==> config.mk <==
export PLATFORM = sky130hd
export DESIGN_NAME = radix_conversion_to_ascii
export DESIGN_NICKNAME = d
export VERILOG_FILES = /design/src/rca_pkg.sv /design/src/rca_front.sv /design/src/rca_back.sv /design/src/radix_conversion_to_ascii.sv
export SDC_FILE = /design/constraint.sdc
export NUM_CORES = 1
export LEC_CHECK = 0
export ABC_CLOCK_PERIOD_IN_PS = 41600
export BUFFER_PORTS_ARGS = -buffer_cell sky130_fd_sc_hd__buf_2
export CAP_MARGIN = 20
export CELL_PAD_IN_SITES_DETAIL_PLACEMENT = 1
export CELL_PAD_IN_SITES_GLOBAL_PLACEMENT = 1
export CORE_UTILIZATION = 50
export DETAILED_ROUTE_END_ITERATION = 8
export GPL_ROUTABILITY_DRIVEN = 0
export PLACE_DENSITY = 0.78
export SLEW_MARGIN = 10
export SYNTH_ARGS = -nofsm -noshare
export SYNTH_HDL_FRONTEND = slang
export SYNTH_SLANG_ARGS = --single-unit
==> constraint.sdc <==
create_clock -name clk -period 41.6 [get_ports clk]
set_input_delay 4.16 -clock clk [delete_from_list [all_inputs] [get_ports clk]]
set_output_delay 4.16 -clock clk [all_outputs]
set_load 0.01 [all_outputs]
==> src/rca_pkg.sv <==
// rca_pkg: shared types, character codes and the digit lookup for the radix
// conversion block. Depends on nothing; every other source file uses it.

package rca_pkg;

	// input beat: unsigned fixed-point value
	typedef struct packed {
		logic [31:0] int_part;
		logic [31:0] frac_part;
	} rca_in_t;

	// output beat: one character of the converted number
	typedef struct packed {
		logic [6:0] ascii_char;
		logic       last;
	} rca_out_t;

	// per-job control handed from the front end to the conversion engine
	typedef struct packed {
		logic [4:0] radix;
		logic       int_zero;
	} rca_job_ctl_t;

	localparam logic [4:0] RADIX_RESET = 5'd10;
	localparam logic [4:0] RADIX_MIN   = 5'd2;
	localparam logic [4:0] RADIX_MAX   = 5'd16;

	localparam logic [6:0] DOT_CHAR    = 7'h2E;
	localparam logic [6:0] ZERO_CHAR   = 7'h30;
	localparam logic [6:0] ALPHA_CHAR  = 7'h41;

	// digit value to ascii, uppercase letters above nine
	function automatic logic [6:0] digit_char(input logic [3:0] d);
		logic [6:0] c;
		if (d < 4'd10) begin
			c = ZERO_CHAR + 7'(d);
		end else begin
			c = ALPHA_CHAR + 7'(d - 4'd10);
		end
		return c;
	endfunction

endpackage

==> src/rca_front.sv <==
// rca_front: input side of the radix converter. Masks the fields, saturates
// the radix, flags a zero integer part and holds jobs in a two-entry queue.
// Depends on rca_pkg.

module rca_front #(
	parameter int INT_BITS  = 32,
	parameter int FRAC_BITS = 32
) (
	input  logic                       clk,
	input  logic                       arst_n,
	input  logic [4:0]                 radix,
	input  logic                       item_valid,
	output logic                       item_ready,
	input  rca_pkg::rca_in_t           item_data,
	output logic                       job_valid,
	input  logic                       job_ready,
	output logic [INT_BITS-1:0]        job_m,
	output logic [FRAC_BITS-1:0]       job_f,
	output rca_pkg::rca_job_ctl_t      job_ctl
);

	logic [63:0]                 int_wide;
	logic [63:0]                 frac_wide;
	logic [INT_BITS-1:0]         m_in;
	logic [FRAC_BITS-1:0]        f_in;
	logic [4:0]                  radix_eff;
	rca_pkg::rca_job_ctl_t       ctl_in;

	logic [INT_BITS-1:0]         m_q   [2];
	logic [FRAC_BITS-1:0]        f_q   [2];
	rca_pkg::rca_job_ctl_t       ctl_q [2];
	logic                        wr_ptr_q;
	logic                        rd_ptr_q;
	logic [1:0]                  cnt_q;
	logic                        push;
	logic                        pop;

	assign int_wide  = 64'(item_data.int_part);
	assign frac_wide = 64'(item_data.frac_part);
	assign m_in      = int_wide[INT_BITS-1:0];
	assign f_in      = frac_wide[FRAC_BITS-1:0];

	// out-of-range radix saturates
	always_comb begin
		if (radix < rca_pkg::RADIX_MIN) begin
			radix_eff = rca_pkg::RADIX_MIN;
		end else if (radix > rca_pkg::RADIX_MAX) begin
			radix_eff = rca_pkg::RADIX_MAX;
		end else begin
			radix_eff = radix;
		end
	end

	assign ctl_in.radix    = radix_eff;
	assign ctl_in.int_zero = (m_in == '0);

	assign item_ready = (cnt_q != 2'd2);
	assign job_valid  = (cnt_q != 2'd0);
	assign push       = item_valid && item_ready;
	assign pop        = job_valid && job_ready;

	assign job_m   = m_q[rd_ptr_q];
	assign job_f   = f_q[rd_ptr_q];
	assign job_ctl = ctl_q[rd_ptr_q];

	always_ff @(posedge clk or negedge arst_n) begin
		if (!arst_n) begin
			wr_ptr_q <= 1'b0;
			rd_ptr_q <= 1'b0;
			cnt_q    <= 2'd0;
		end else begin
			if (push) begin
				wr_ptr_q <= ~wr_ptr_q;
			end
			if (pop) begin
				rd_ptr_q <= ~rd_ptr_q;
			end
			if (push && !pop) begin
				cnt_q <= cnt_q + 2'd1;
			end else if (pop && !push) begin
				cnt_q <= cnt_q - 2'd1;
			end
		end
	end

	// queue payload, no reset
	always_ff @(posedge clk) begin
		if (push) begin
			m_q[wr_ptr_q]   <= m_in;
			f_q[wr_ptr_q]   <= f_in;
			ctl_q[wr_ptr_q] <= ctl_in;
		end
	end

endmodule

==> src/rca_back.sv <==
// rca_back: conversion engine. Integer digits via an 8-bit-per-cycle divider
// into a digit memory, then characters out MSB first, '.', fraction digits.
// Depends on rca_pkg.

module rca_back #(
	parameter int INT_BITS       = 32,
	parameter int FRAC_BITS      = 32,
	parameter int FRAC_DIGITS    = 10,
	parameter int MAX_INT_DIGITS = 32
) (
	input  logic                       clk,
	input  logic                       arst_n,
	input  logic                       job_valid,
	output logic                       job_ready,
	input  logic [INT_BITS-1:0]        job_m,
	input  logic [FRAC_BITS-1:0]       job_f,
	input  rca_pkg::rca_job_ctl_t      job_ctl,
	output logic                       char_valid,
	input  logic                       char_ready,
	output rca_pkg::rca_out_t          char_data
);

	localparam int DIV_STEPS = (INT_BITS + 7) / 8;
	localparam int DIV_W     = DIV_STEPS * 8;
	localparam int STEP_W    = $clog2(DIV_STEPS + 1);
	localparam int ADDR_W    = $clog2(MAX_INT_DIGITS);
	localparam int FD_W      = $clog2(FRAC_DIGITS + 1);
	localparam int PROD_W    = FRAC_BITS + 5;

	localparam logic [ADDR_W-1:0] LAST_IDX  = ADDR_W'(MAX_INT_DIGITS - 1);
	localparam logic [STEP_W-1:0] STEP_INIT = STEP_W'(DIV_STEPS - 1);
	localparam logic [FD_W-1:0]   FD_LAST   = FD_W'(FRAC_DIGITS - 1);

	typedef enum logic [2:0] {
		ST_IDLE,
		ST_DIV,
		ST_PREP,
		ST_INT,
		ST_DOT,
		ST_FRAC
	} state_t;

	state_t                 state_q;
	logic [DIV_W-1:0]       dv_q;
	logic [3:0]             rem_q;
	logic [4:0]             r_q;
	logic [FRAC_BITS-1:0]   f_q;
	logic [STEP_W-1:0]      step_q;
	logic [ADDR_W-1:0]      n_q;
	logic [FD_W-1:0]        fcnt_q;
	logic                   char_valid_q;
	rca_pkg::rca_out_t      char_data_q;

	logic [DIV_W-1:0]       dv_nx;
	logic [3:0]             rem_nx;
	logic [PROD_W-1:0]      prod;
	logic                   slot_free;
	logic                   emit_char;

	logic [3:0]             dig_mem [MAX_INT_DIGITS];
	logic [3:0]             rd_q;
	logic [ADDR_W-1:0]      rd_addr;
	logic                   mem_we;
	logic [ADDR_W-1:0]      mem_wa;
	logic [3:0]             mem_wd;

	assign job_ready  = (state_q == ST_IDLE);
	assign slot_free  = !char_valid_q || char_ready;
	assign emit_char  = slot_free && (state_q inside {ST_INT, ST_DOT, ST_FRAC});
	assign char_valid = char_valid_q;
	assign char_data  = char_data_q;

	// eight restoring division steps on a narrow remainder
	always_comb begin
		logic [4:0] rem;
		logic [7:0] top;
		logic [7:0] qb;
		rem = {1'b0, rem_q};
		top = dv_q[DIV_W-1 -: 8];
		qb  = '0;
		for (int i = 7; i >= 0; i--) begin
			rem = {rem[3:0], top[i]};
			if (rem >= r_q) begin
				rem   = rem - r_q;
				qb[i] = 1'b1;
			end
		end
		rem_nx = rem[3:0];
		dv_nx  = (dv_q << 8) | DIV_W'(qb);
	end

	// fraction step: digit sits above the binary point
	assign prod = PROD_W'(f_q) * PROD_W'(r_q);

	// digit memory ports
	assign mem_we = (state_q == ST_DIV && step_q == '0)
		|| (state_q == ST_IDLE && job_valid && job_ctl.int_zero);
	assign mem_wa = (state_q == ST_IDLE) ? '0 : n_q;
	assign mem_wd = (state_q == ST_IDLE) ? 4'd0 : rem_nx;
	// read ahead at the index the next cycle will emit
	assign rd_addr = (state_q == ST_INT && slot_free && n_q != '0)
		? n_q - ADDR_W'(1) : n_q;

	always_ff @(posedge clk) begin
		if (mem_we) begin
			dig_mem[mem_wa] <= mem_wd;
		end
		rd_q <= dig_mem[rd_addr];
	end

	always_ff @(posedge clk or negedge arst_n) begin
		if (!arst_n) begin
			state_q      <= ST_IDLE;
			char_valid_q <= 1'b0;
			n_q          <= '0;
			step_q       <= '0;
			fcnt_q       <= '0;
		end else begin
			if (emit_char) begin
				char_valid_q <= 1'b1;
			end else if (char_ready) begin
				char_valid_q <= 1'b0;
			end
			case (state_q)
				ST_IDLE: begin
					if (job_valid) begin
						dv_q    <= DIV_W'(job_m);
						f_q     <= job_f;
						r_q     <= job_ctl.radix;
						rem_q   <= 4'd0;
						step_q  <= STEP_INIT;
						n_q     <= '0;
						state_q <= job_ctl.int_zero ? ST_PREP : ST_DIV;
					end
				end
				ST_DIV: begin
					if (step_q != '0) begin
						dv_q   <= dv_nx;
						rem_q  <= rem_nx;
						step_q <= step_q - STEP_W'(1);
					end else if (dv_nx != '0 && n_q != LAST_IDX) begin
						dv_q   <= dv_nx;
						rem_q  <= 4'd0;
						step_q <= STEP_INIT;
						n_q    <= n_q + ADDR_W'(1);
					end else begin
						state_q <= ST_PREP;
					end
				end
				ST_PREP: begin
					state_q <= ST_INT;
				end
				ST_INT: begin
					if (slot_free) begin
						char_data_q.ascii_char <= rca_pkg::digit_char(rd_q);
						char_data_q.last       <= 1'b0;
						if (n_q == '0) begin
							state_q <= ST_DOT;
						end else begin
							n_q <= n_q - ADDR_W'(1);
						end
					end
				end
				ST_DOT: begin
					if (slot_free) begin
						char_data_q.ascii_char <= rca_pkg::DOT_CHAR;
						char_data_q.last       <= 1'b0;
						fcnt_q                 <= '0;
						state_q                <= ST_FRAC;
					end
				end
				ST_FRAC: begin
					if (slot_free) begin
						char_data_q.ascii_char <= rca_pkg::digit_char(prod[FRAC_BITS +: 4]);
						char_data_q.last       <= (fcnt_q == FD_LAST);
						f_q                    <= prod[FRAC_BITS-1:0];
						if (fcnt_q == FD_LAST) begin
							state_q <= ST_IDLE;
						end else begin
							fcnt_q <= fcnt_q + FD_W'(1);
						end
					end
				end
				default: begin
					state_q <= ST_IDLE;
				end
			endcase
		end
	end

endmodule

==> src/radix_conversion_to_ascii.sv <==
// radix_conversion_to_ascii: top level of the fixed-point to digit string
// converter. Depends on rca_pkg, rca_front and rca_back.
//
// Each input beat is an unsigned fixed-point value (int_part . frac_part,
// the fraction scaled by 2^FRAC_BITS). The block answers with a string of
// ascii beats in the radix held in the config register (2..16, reset 10,
// values outside saturate): the integer digits most significant first, a
// single '0' for a zero integer part, then '.', then exactly FRAC_DIGITS
// fraction digits, truncated; last marks the final fraction digit. Letters
// above nine are uppercase. An input beat is taken into a two-entry job
// queue, so up to two numbers can wait while one is converted and while a
// finished character waits in the output register. The conversion engine
// takes one number at a time; the divider that peels off the integer digits,
// eight dividend bits per cycle, finishes every integer digit before the
// string begins. A zero integer part skips the divider.
// The radix register may be written only while the block is idle.

module radix_conversion_to_ascii #(
	parameter int INT_BITS       = 32,
	parameter int FRAC_BITS      = 32,
	parameter int FRAC_DIGITS    = 10,
	parameter int MAX_INT_DIGITS = 32
) (
	input  logic                clk,
	input  logic                arst_n,
	// config
	input  logic                cfg_we,
	input  logic [4:0]          cfg_wdata,
	// number in
	input  logic                item_valid,
	output logic                item_ready,
	input  rca_pkg::rca_in_t    item_data,
	// characters out
	output logic                char_valid,
	input  logic                char_ready,
	output rca_pkg::rca_out_t   char_data
);

	logic [4:0]                 radix_q;

	// front to back job handoff
	logic                       job_valid;
	logic                       job_ready;
	logic [INT_BITS-1:0]        job_m;
	logic [FRAC_BITS-1:0]       job_f;
	rca_pkg::rca_job_ctl_t      job_ctl;

	// radix register, raw value; saturation happens per job in the front end
	always_ff @(posedge clk or negedge arst_n) begin
		if (!arst_n) begin
			radix_q <= rca_pkg::RADIX_RESET;
		end else if (cfg_we) begin
			radix_q <= cfg_wdata;
		end
	end

	// accept, mask, classify and queue
	rca_front #(
		.INT_BITS  (INT_BITS),
		.FRAC_BITS (FRAC_BITS)
	) u_front (
		.clk        (clk),
		.arst_n     (arst_n),
		.radix      (radix_q),
		.item_valid (item_valid),
		.item_ready (item_ready),
		.item_data  (item_data),
		.job_valid  (job_valid),
		.job_ready  (job_ready),
		.job_m      (job_m),
		.job_f      (job_f),
		.job_ctl    (job_ctl)
	);

	// divide, buffer digits, emit string
	rca_back #(
		.INT_BITS       (INT_BITS),
		.FRAC_BITS      (FRAC_BITS),
		.FRAC_DIGITS    (FRAC_DIGITS),
		.MAX_INT_DIGITS (MAX_INT_DIGITS)
	) u_back (
		.clk        (clk),
		.arst_n     (arst_n),
		.job_valid  (job_valid),
		.job_ready  (job_ready),
		.job_m      (job_m),
		.job_f      (job_f),
		.job_ctl    (job_ctl),
		.char_valid (char_valid),
		.char_ready (char_ready),
		.char_data  (char_data)
	);

endmodule

==> results by group, run 1 <==
Drt
  • DRC Markers: 0
  • Antenna-violating nets left: 0
  • DR vias: 15252
  • Pre-antenna DRT Iters: 5
  • Vias per cell: 5.77
  • WL/cell: 20.9 um
  • Initial detailed-routing violation count: 1089
  • Final WL: 55300 um

Floorplan
  • Die Ht: 212 um
  • Core Area: 43400 um^2
  • Die X: 212 um
  • Initial Util: 0.511
  • # IOs: 84
  • Die Area: 45100 um^2
  • Cell Rows: 76

Synth
  • Post-synth EDFFs: 349
  • Cell variety after synth: 81
  • Sequential area share after synthesis: 0.505
  • Ys async rst share: 0.0661
  • Complex-gate fraction of the synthesized area: 0.101
  • Most used DFF post-synth: edfxtp_1
  • Mapped cell area: 22100 um^2
  • Multiplexer area fraction after synthesis: 0.0476
  • Register bit count reported by yosys: 378
  • Main combinational cell family by area after synthesis: adder cells
  • Synth Warn #: 0
  • Syn Area/Cell: 11.3 um^2
  • Simple logic cell fraction of the synthesized area: 0.141
  • Post-synthesis xor/xnor area fraction: 0.0229
  • Adder-Cell Fraction of Synth Area: 0.144
  • Mapped Cells: 1965
  • Syn Nets: 2236

Run
  • Max-cap violations: 0

STA
  • Fin crit share: 0.378
  • Worst slew pin tran: 1090 ps
  • Unrepaired setup endpoints after global routing: no
  • Tmin final: 15710 ps
  • Final hold vios: 0
  • Final WS setup: 25890 ps
  • Worst hold slack: 506 ps
  • Worst Skew: 12.1 ps
  • F_max: 63.7 MHz
  • Setup TNS: 0 ps
  • Worst slew margin: 0.273
  • Setup-failing EPs final: 0
  • Final Max Slew Viols: 0

Layout
  • Total Nets Final: 2295
  • Layout fillers: 4581
  • Final Cell Area: 24600 um^2
  • P&R area growth vs syn: 11.1%
  • Layout cells sized above 1: 0.109
  • Antenna diodes: 0

Clock network
  • # resized after CTS: 0
  • CTS tree: yes
  • Clock network latency to the later pin of the worst-skew pair: 570 ps
  • CTS Hold Bufs: 0
  • CTS Buf Count: 41
  • H-tree depth: 2
  • Post-CTS Setup Inserts: 0
  • Worst-path clk slew: 60 ps
  • Clk buf depth: 3
  • Root buffer cell: clkbuf_16
  • Clock sink count: 378

Worst setup path
  • WP data required: 41790 ps
  • Worst-path fanout max: 36
  • FF-to-FF setup slack: 25890 ps
  • Reg2Reg Launch Point: u_back.r_q[2]
  • Crit. End Element: flip-flop
  • CP max stage delay: 1050 ps
  • Worst r2r path cells: 59
  • Reg2reg end: u_back.dv_q[12]
  • Critical path's slowest cell: edfxtp_1
  • Crit Path Class: flip-flop to flip-flop
  • Arrival time of the worst setup path: 15890 ps
  • CP startpoint kind: flip-flop
  • Crit-path most repeated cell: a21o_1
  • Setup crit start: u_back.r_q[2]

Global routing
  • Global route overflow: 0
  • Initial antenna violation count: 2
  • Routing usage on met3: 0.0335
  • Largest net degree at the start of global routing: 76
  • Routing usage on met1: 0.325
  • Top Usage Layer GRT: met2
  • Overall Global Routing Usage: 0.252
  • GR Layer Usage met2: 0.437
  • First-pass GRT wire length: 88200 um
  • Vias in the first global route: 16563

Outcome
  • Status: finished clean

Worst hold path
  • Worst hold path depth: 1
  • Hold path startpoint: radix_q[0]
  • Hold Path End: radix_q[0]
  • Hold crit path type: flip-flop to flip-flop

Placement
  • Hpwl dp: 39000 um
  • Setup WS pre-CTS: 25990 ps
  • Post-DP Area: 23100 um^2
  • Port buffer count: 83
==> layout by cell type (no fill, tap or decap), drive strengths merged, types with 15 or more instances in the layout <==
cell type	instances
nor2b	18
nand3	69
a21oi	74
mux2i	75
nor2	94
xnor2	42
fa	97
clkbuf	50
clkinv	18
buf	103
o21ai	107
xor2	16
nand2b	17
a21o	47
inv	129
ha	100
and2	70
nor4	15
edfxtp	349
mux2	27
nand4	31
a211oi	16
nand2	318
dfrtp	23
==> synthesized netlist by cell type (6+ instances only) <==
cell        n  area [um^2]
nand2b_1   17          106
o22ai_1     6         37.5
edfxtp_1  349        10500
mux2i_1    75          751
nand3_1    69          345
and2_1     70          438
buf_2      16         80.1
fa_1       97         1940
o21a_1      9         67.6
a31oi_1    13         81.3
mux2_2     26          293
o21ai_0    99          495
a32oi_1    11         96.3
nand2_1   318         1190
o21bai_1    6         45.0
dfrtp_1    23          576
xor2_1     16          140
nand3b_1    7         52.6
ha_1      100         1250
clkbuf_1   56          210
o211ai_1    6         45.0
inv_1     127          477
nor2_1     94          353
o31ai_1     7         52.6
nor4_1     15         93.8
a21oi_1    72          360
nand4_1    30          188
nor2b_1    17          106
buf_1      12         45.0
a211oi_1   16          120
o21ai_1     8         40.0
a21o_1     47          353
nor3_1     12         60.1
xnor2_1    42          368
and3_1      7         43.8
==> cell type report <==
cell class | count | area, um^2 | area share
multi-input combinational | 1371 | 10200 | 0.414
sequential | 378 | 11200 | 0.455
tap | 585 | 732 | 0.0298
timing repair buffer | 103 | 593 | 0.0241
inverter | 129 | 484 | 0.0197
clock buffer | 50 | 1090 | 0.0444
clock inverter | 26 | 325 | 0.0132
==> cells by family (layout without fill, tap and decap cells) <==
kind of cell | Yosys count | after routing
flops | 378 | 378
buf+inv | 216 | 308
xor+xnor | 58 | 58
simple gates | 673 | 673
mux | 102 | 102
fa+ha+maj | 197 | 197
compound gates | 341 | 341
==> critical path, delay by kind of cell (launching register included) <==
family / cells / cell delay (ps)
compound gates: 35 / 7910
fa+ha+maj: 8 / 2430
buf+inv: 6 / 850
flops: 1 / 1050
mux: 4 / 1580
simple gates: 6 / 1420
==> registers in the layout, summed over array words and instances, names as in the netlist, 4 cells and up <==
signal            cells
u_back.fcnt_q         4
u_front.f_q          64
u_back.f_q           32
u_back.n_q            5
u_back.char_data      8
u_back.dig_mem      128
u_back.r_q            5
u_back.rd_q           4
u_front.m_q          64
u_back.dv_q          32
u_front.ctl_q        12
u_back.rem_q          4
radix_q               5
==> worst max path at each step <==
stage	endpoint	cells after the start
global route	u_back.dv_q[22]	59
global placement	u_back.dv_q[15]	59
floorplan	u_back.dv_q[0]	65
detailed placement	u_back.dv_q[13]	59
finish	u_back.dv_q[12]	59
CTS	u_back.dv_q[21]	59
==> through the flow <==
step | util | instances
2_1_floorplan | - | 1965
3_3_place_gp | 0.534 | 2564
3_5_place_dp | 0.534 | 2564
4_1_cts | 0.566 | 2640
5_1_grt | 0.567 | 2642
6_report | 0.567 | 2642
==> layer usage <==
layer / vias to the layer above / wire [um] / part of all wire
met3: 107 / 2160 / 0.039
met5: - / 0 / 0
li1: 7104 / - / -
met2: 326 / 27500 / 0.50
met4: 0 / 1460 / 0.026
met1: 7715 / 24200 / 0.44
Power of run 1 is not shown: default switching activity piles up to over one toggle a cycle in this logic, so the estimate is an artifact.
==> run 2, diff against run 1 <==
- ABC_CLOCK_PERIOD_IN_PS: 41600 -> 15730
- clock period: 41.6 -> 15.73 ns (I/O delays scaled with it)
==> run 2 against run 1 <==
Compared with the run above:
- sequential share of layout area up 0.062 points
- register-to-register slack worse by 25000 ps
- cell area down 0.14%
- first-iteration DRC count down 4.9%
- global-route usage up 0.55 points
- worst hold slack worse by 0.60 ps
- maximum frequency up 5.9%
- critical endpoint is now u_back.dv_q[23]
==> results by group, run 2 (synthesis gave the netlist of run 1 again) <==
Outcome
  • Status: finished clean (unchanged)

Worst setup path
  • Arrival time of the worst setup path: 15100 ps (was 15890 ps)
  • CP startpoint kind: flip-flop (unchanged)
  • CP top delay family: compound AO/OA/AOI/OAI gates (unchanged)
  • WP data required: 16000 ps (was 41790 ps)
  • CP Buf/Inv Count: 6 (unchanged)
  • Crit. End Element: flip-flop (unchanged)
  • Critical path's slowest cell: a311o_1 (was edfxtp_1)
  • Crit-path most repeated cell: a21o_1 (unchanged)
  • Worst-path fanout max: 18 (was 36)
  • Crit Path Class: flip-flop to flip-flop (unchanged)
  • CP max stage delay: 470 ps (was 1050 ps)

STA
  • Worst slew margin: 0.321 (was 0.273)
  • Worst Skew: 35.2 ps (was 12.1 ps)
  • Worst slew pin tran: 1020 ps (was 1090 ps)
  • Fin crit share: 0.943 (was 0.378)
  • F_max: 67.4 MHz (was 63.7 MHz)
  • Tmin final: 14830 ps (was 15710 ps)
  • Setup-failing EPs final: 0 (unchanged)
  • Setup TNS: 0 ps (unchanged)
  • Final Max Slew Viols: 0 (unchanged)
  • Final hold vios: 0 (unchanged)
  • Unrepaired setup endpoints after global routing: no (unchanged)

Drt
  • WL/cell: 21.3 um (was 20.9 um)
  • Pre-antenna DRT Iters: 5 (unchanged)
  • Final WL: 56500 um (was 55300 um)
  • DRC Markers: 0 (unchanged)
  • Antenna-violating nets left: 0 (unchanged)
  • Vias per cell: 5.81 (was 5.77)
  • DR vias: 15386 (was 15252)
  • Initial detailed-routing violation count: 1036 (was 1089)

Global routing
  • Top Usage Layer GRT: met2 (unchanged)
  • GR Layer Usage met2: 0.449 (was 0.437)
  • Vias in the first global route: 16691 (was 16563)
  • Global route overflow: 0 (unchanged)
  • Routing usage on met3: 0.0341 (was 0.0335)
  • Routing usage on met1: 0.332 (was 0.325)
  • First-pass GRT wire length: 89900 um (was 88200 um)
  • Largest net degree at the start of global routing: 76 (unchanged)
  • Initial antenna violation count: 0 (was 2)
  • Overall Global Routing Usage: 0.258 (was 0.252)

Clock network
  • Post-CTS Setup Inserts: 0 (unchanged)
  • # resized after CTS: 0 (unchanged)
  • Clk buf depth: 3 (unchanged)
  • H-tree depth: 2 (unchanged)
  • CTS tree: yes (unchanged)
  • Clock sink count: 378 (unchanged)
  • Root buffer cell: clkbuf_16 (unchanged)
  • Clock network latency to the later pin of the worst-skew pair: 590 ps (was 570 ps)
  • Worst-path clk slew: 60 ps (about the same)
  • CTS Buf Count: 43 (was 41)
  • CTS Hold Bufs: 0 (unchanged)

Floorplan
  • Die Area: 45100 um^2 (unchanged)
  • # IOs: 84 (unchanged)
  • Core Area: 43400 um^2 (unchanged)
  • Die Ht: 212 um (unchanged)
  • Cell Rows: 76 (unchanged)
  • Die X: 212 um (unchanged)
  • Initial Util: 0.511 (unchanged)

Placement
  • Port buffer count: 83 (unchanged)
  • Post-DP Area: 23200 um^2 (was 23100 um^2)
  • Placed cells: 2567 (was 2564)
  • Hpwl dp: 40100 um (was 39000 um)

Layout
  • Layout fillers: 4607 (was 4581)
  • Final Util: 0.567 (about the same)
  • P&R area growth vs syn: 11.0% (was 11.1%)
  • Final Cell Area: 24600 um^2 (about the same)
  • Total Nets Final: 2301 (was 2295)
  • Finished Layout Cells: 2649 (was 2642)
  • Biggest regs: u_back.dig_mem (128), u_front.f_q (64), u_front.m_q (64) (unchanged)
  • Commonest non-fill, non-tap cell in the layout: edfxtp_1 (unchanged)
  • Most frequent cells in the layout: 349 x edfxtp_1, 318 x nand2_1, 127 x inv_1 (unchanged)
  • Layout cells sized above 1: 0.112 (was 0.109)
  • Antenna diodes: 0 (unchanged)
  • Max reg flops: 128 (unchanged)
  • Most flop-heavy register: u_back.dig_mem (unchanged)

Run
  • Max-cap violations: 0 (unchanged)

Worst hold path
  • Hold crit path type: flip-flop to flip-flop (unchanged)
-- run 2: routing by layer --
metal  share of wire  vias to the layer above
met2            0.50                      356
met3           0.048                       95
met4           0.026                        0
li1                -                     7118
met5               0                        -
met1            0.43                     7817
-- run 2: path summary, 6_finish.rpt --
check	from	slack (ps)	cells after the start	endpoint
max in group asynchronous	arst_n	14370	2	u_front.rd_ptr_q
hold / removal	u_back.step_q[0]	510	1	u_back.step_q[0]
setup reg to reg	u_back.r_q[1]	900	60	u_back.dv_q[23]
min in group asynchronous	arst_n	1000	2	u_back.n_q[3]
setup / recovery	u_back.r_q[1]	900	60	u_back.dv_q[23]
hold reg to reg	u_back.step_q[0]	510	1	u_back.step_q[0]
-- run 2: area by class of cell --
cell class,instances,area (um^2),share of cell area
clock inverters,19,173,0.00703
multi-input cells,1372,10200,0.415
well taps,585,732,0.0298
inverters,129,484,0.0197
flip-flops and latches,378,11200,0.456
clock buffers,60,1180,0.0480
repair buffers,106,608,0.0248
-- run 2: per-stage QoR --
| stage | hold slack, ps | setup slack (ps) |
|---|---|---|
| after detailed placement | 490 | 767 |
| after global placement | 475 | 1540 |
| after floorplan | 459 | 1010 |
| after CTS | 503 | 668 |
| after global routing | 520 | 9.72 |
| final | 505 | 899 |
Power of run 2 is left out for the same reason.
==> run 3, diff against run 2 <==
- CORE_UTILIZATION: 50 -> 51
- PLACE_DENSITY: 0.78 -> 0.8
==> run 3 against run 2 <==
Compared with the run above:
- worst setup slack better by 210 ps
- critical path type unchanged
- highest routed layer unchanged
- clock skew is 1.3 ps higher
- worst hold slack worse by 8.7 ps
- register-to-register slack better by 210 ps
- count of clock-buffer cells in the layout stayed put
- sequential share of layout area hardly changed
- cell count is 0.38% lower
- first-iteration DRC count is 13% lower
- via count is 0.10% higher
- die area is 1.9% lower
==> results by group, run 3 (synthesis gave the netlist of run 1 again) <==
Outcome
  • Status: finished clean (unchanged)

Clock network
  • CTS Buf Count: 42 (was 43)
  • Clock sink count: 378 (unchanged)
  • Post-CTS Setup Inserts: 0 (unchanged)
  • Worst-path clk slew: 60 ps (about the same)
  • CTS tree: yes (unchanged)
  • H-tree depth: 2 (unchanged)
  • Root buffer cell: clkbuf_16 (unchanged)
  • Clk buf depth: 3 (unchanged)
  • Clock network latency to the later pin of the worst-skew pair: 600 ps (was 590 ps)
  • CTS Hold Bufs: 0 (unchanged)

STA
  • Worst hold slack: 497 ps (was 505 ps)
  • Unrepaired setup endpoints after global routing: no (unchanged)
  • Worst slew pin tran: 1100 ps (was 1020 ps)
  • Worst slew margin: 0.265 (was 0.321)
  • Final hold vios: 0 (unchanged)
  • F_max: 68.4 MHz (was 67.4 MHz)
  • Setup TNS: 0 ps (unchanged)
  • Setup-failing EPs final: 0 (unchanged)
  • Final Max Slew Viols: 0 (unchanged)
  • Worst Skew: 36.5 ps (was 35.2 ps)
  • Fin crit share: 0.930 (was 0.943)
  • Tmin final: 14620 ps (was 14830 ps)

Floorplan
  • Die Ht: 210 um (was 212 um)
  • Die X: 210 um (was 212 um)
  • Core Area: 42400 um^2 (was 43400 um^2)
  • Initial Util: 0.522 (was 0.511)
  • # IOs: 84 (unchanged)
  • Die Area: 44200 um^2 (was 45100 um^2)
  • Cell Rows: 75 (was 76)

Worst setup path
  • Crit Path Class: flip-flop to flip-flop (unchanged)
  • Crit. End Element: flip-flop (unchanged)
  • WP data required: 16020 ps (was 16000 ps)
  • Crit-path most repeated cell: a21o_1 (unchanged)
  • CP max stage delay: 460 ps (was 470 ps)
  • Worst-path fanout max: 18 (unchanged)
  • Arrival time of the worst setup path: 14910 ps (was 15100 ps)
  • FF-to-FF setup slack: 1110 ps (was 900 ps)
  • Reg2Reg Launch Point: u_back.r_q[1] (unchanged)
  • Setup crit start: u_back.r_q[1] (unchanged)
  • Critical path's slowest cell: o21ai_0 (was a311o_1)
  • CP startpoint kind: flip-flop (unchanged)

Layout
  • Most frequent cells in the layout: 349 x edfxtp_1, 318 x nand2_1, 127 x inv_1 (unchanged)
  • Layout fillers: 4476 (was 4607)
  • Multi-input gate area: 10200 um^2 (unchanged)
  • Finished Layout Cells: 2639 (was 2649)
  • Total Nets Final: 2299 (was 2301)
  • P&R area growth vs syn: 10.9% (was 11.0%)
  • Max reg flops: 128 (unchanged)
  • Layout cells sized above 1: 0.109 (was 0.112)
  • Flip-flop and latch area: 11200 um^2 (unchanged)
  • Commonest non-fill, non-tap cell in the layout: edfxtp_1 (unchanged)
  • Biggest regs: u_back.dig_mem (128), u_front.f_q (64), u_front.m_q (64) (unchanged)
  • Final Util: 0.579 (was 0.567)
  • Most flop-heavy register: u_back.dig_mem (unchanged)

Drt
  • Pre-antenna DRT Iters: 5 (unchanged)
  • Antenna-violating nets left: 0 (unchanged)
  • Final WL: 57200 um (was 56500 um)
  • DR vias: 15402 (was 15386)
  • DRC Markers: 0 (unchanged)
  • WL/cell: 21.7 um (was 21.3 um)
  • Initial detailed-routing violation count: 906 (was 1036)
  • Vias per cell: 5.84 (was 5.81)

Global routing
  • Vias in the first global route: 17033 (was 16691)
  • Largest net degree at the start of global routing: 73 (was 76)
  • First-pass GRT wire length: 91800 um (was 89900 um)
  • Global route overflow: 0 (unchanged)
  • Initial antenna violation count: 2 (was 0)
  • Overall Global Routing Usage: 0.269 (was 0.258)

Worst hold path
  • Hold crit path type: flip-flop to flip-flop (unchanged)
  • Hold path startpoint: u_back.step_q[0] (unchanged)

Placement
  • Placed cells: 2558 (was 2567)
  • Port buffer count: 83 (unchanged)
  • Hpwl dp: 40600 um (was 40100 um)

Run
  • Max-cap violations: 0 (unchanged)
-- run 3: critical path, delay by kind of cell, from the launching register on --
| family | cells | cell delay (ps) |
|---|---|---|
| AND/OR/NAND/NOR | 7 | 1100 |
| buffers and inverters | 6 | 730 |
| multiplexers | 4 | 1440 |
| flip-flops | 1 | 380 |
| AO/OA/AOI/OAI | 35 | 8320 |
| adder cells (fa/ha/maj) | 8 | 2330 |
-- run 3: worst paths after layout --
check                              endpoint  cells past startpoint
max                          u_back.dv_q[5]                     60
min                        u_back.step_q[0]                      1
max reg2reg                  u_back.dv_q[5]                     60
min reg2reg                u_back.step_q[0]                      1
max in group asynchronous  u_front.rd_ptr_q                      1
min in group asynchronous  u_back.step_q[2]                      1
-- run 3: cell type report --
class | instances | area share
Antenna cell | 1 | 0.000102
Sequential cell | 378 | 0.456
Inverter | 129 | 0.0197
Clock inverter | 17 | 0.00724
Timing Repair Buffer | 105 | 0.0245
Clock buffer | 60 | 0.0480
Tap cell | 577 | 0.0294
Multi-Input combinational cell | 1372 | 0.415
-- run 3: metal layers --
layer  track usage  up-vias  wire length (um)  share of wire
met5             0        -                 0              0
met4         0.111        0              1760          0.031
met3        0.0372      100              2580          0.045
met2         0.466      357             28900           0.51
met1         0.338     7842             23900           0.42
li1              -     7103                 -              -
-- run 3: metrics by stage --
step	area [um^2]	setup slack, ps
finish	24600	1110
global route	24600	106
CTS	24500	742
detailed placement	23100	800
global placement	23100	1640
floorplan	22100	1010
-- run 3: what timing repair did --
action | in CTS | in global routing
endpoints found under the setup margin | 0 | 37
hold endpoints to repair | 0 | 0
gates resized for setup | 0 | 2
Power of run 3 is left out for the same reason.
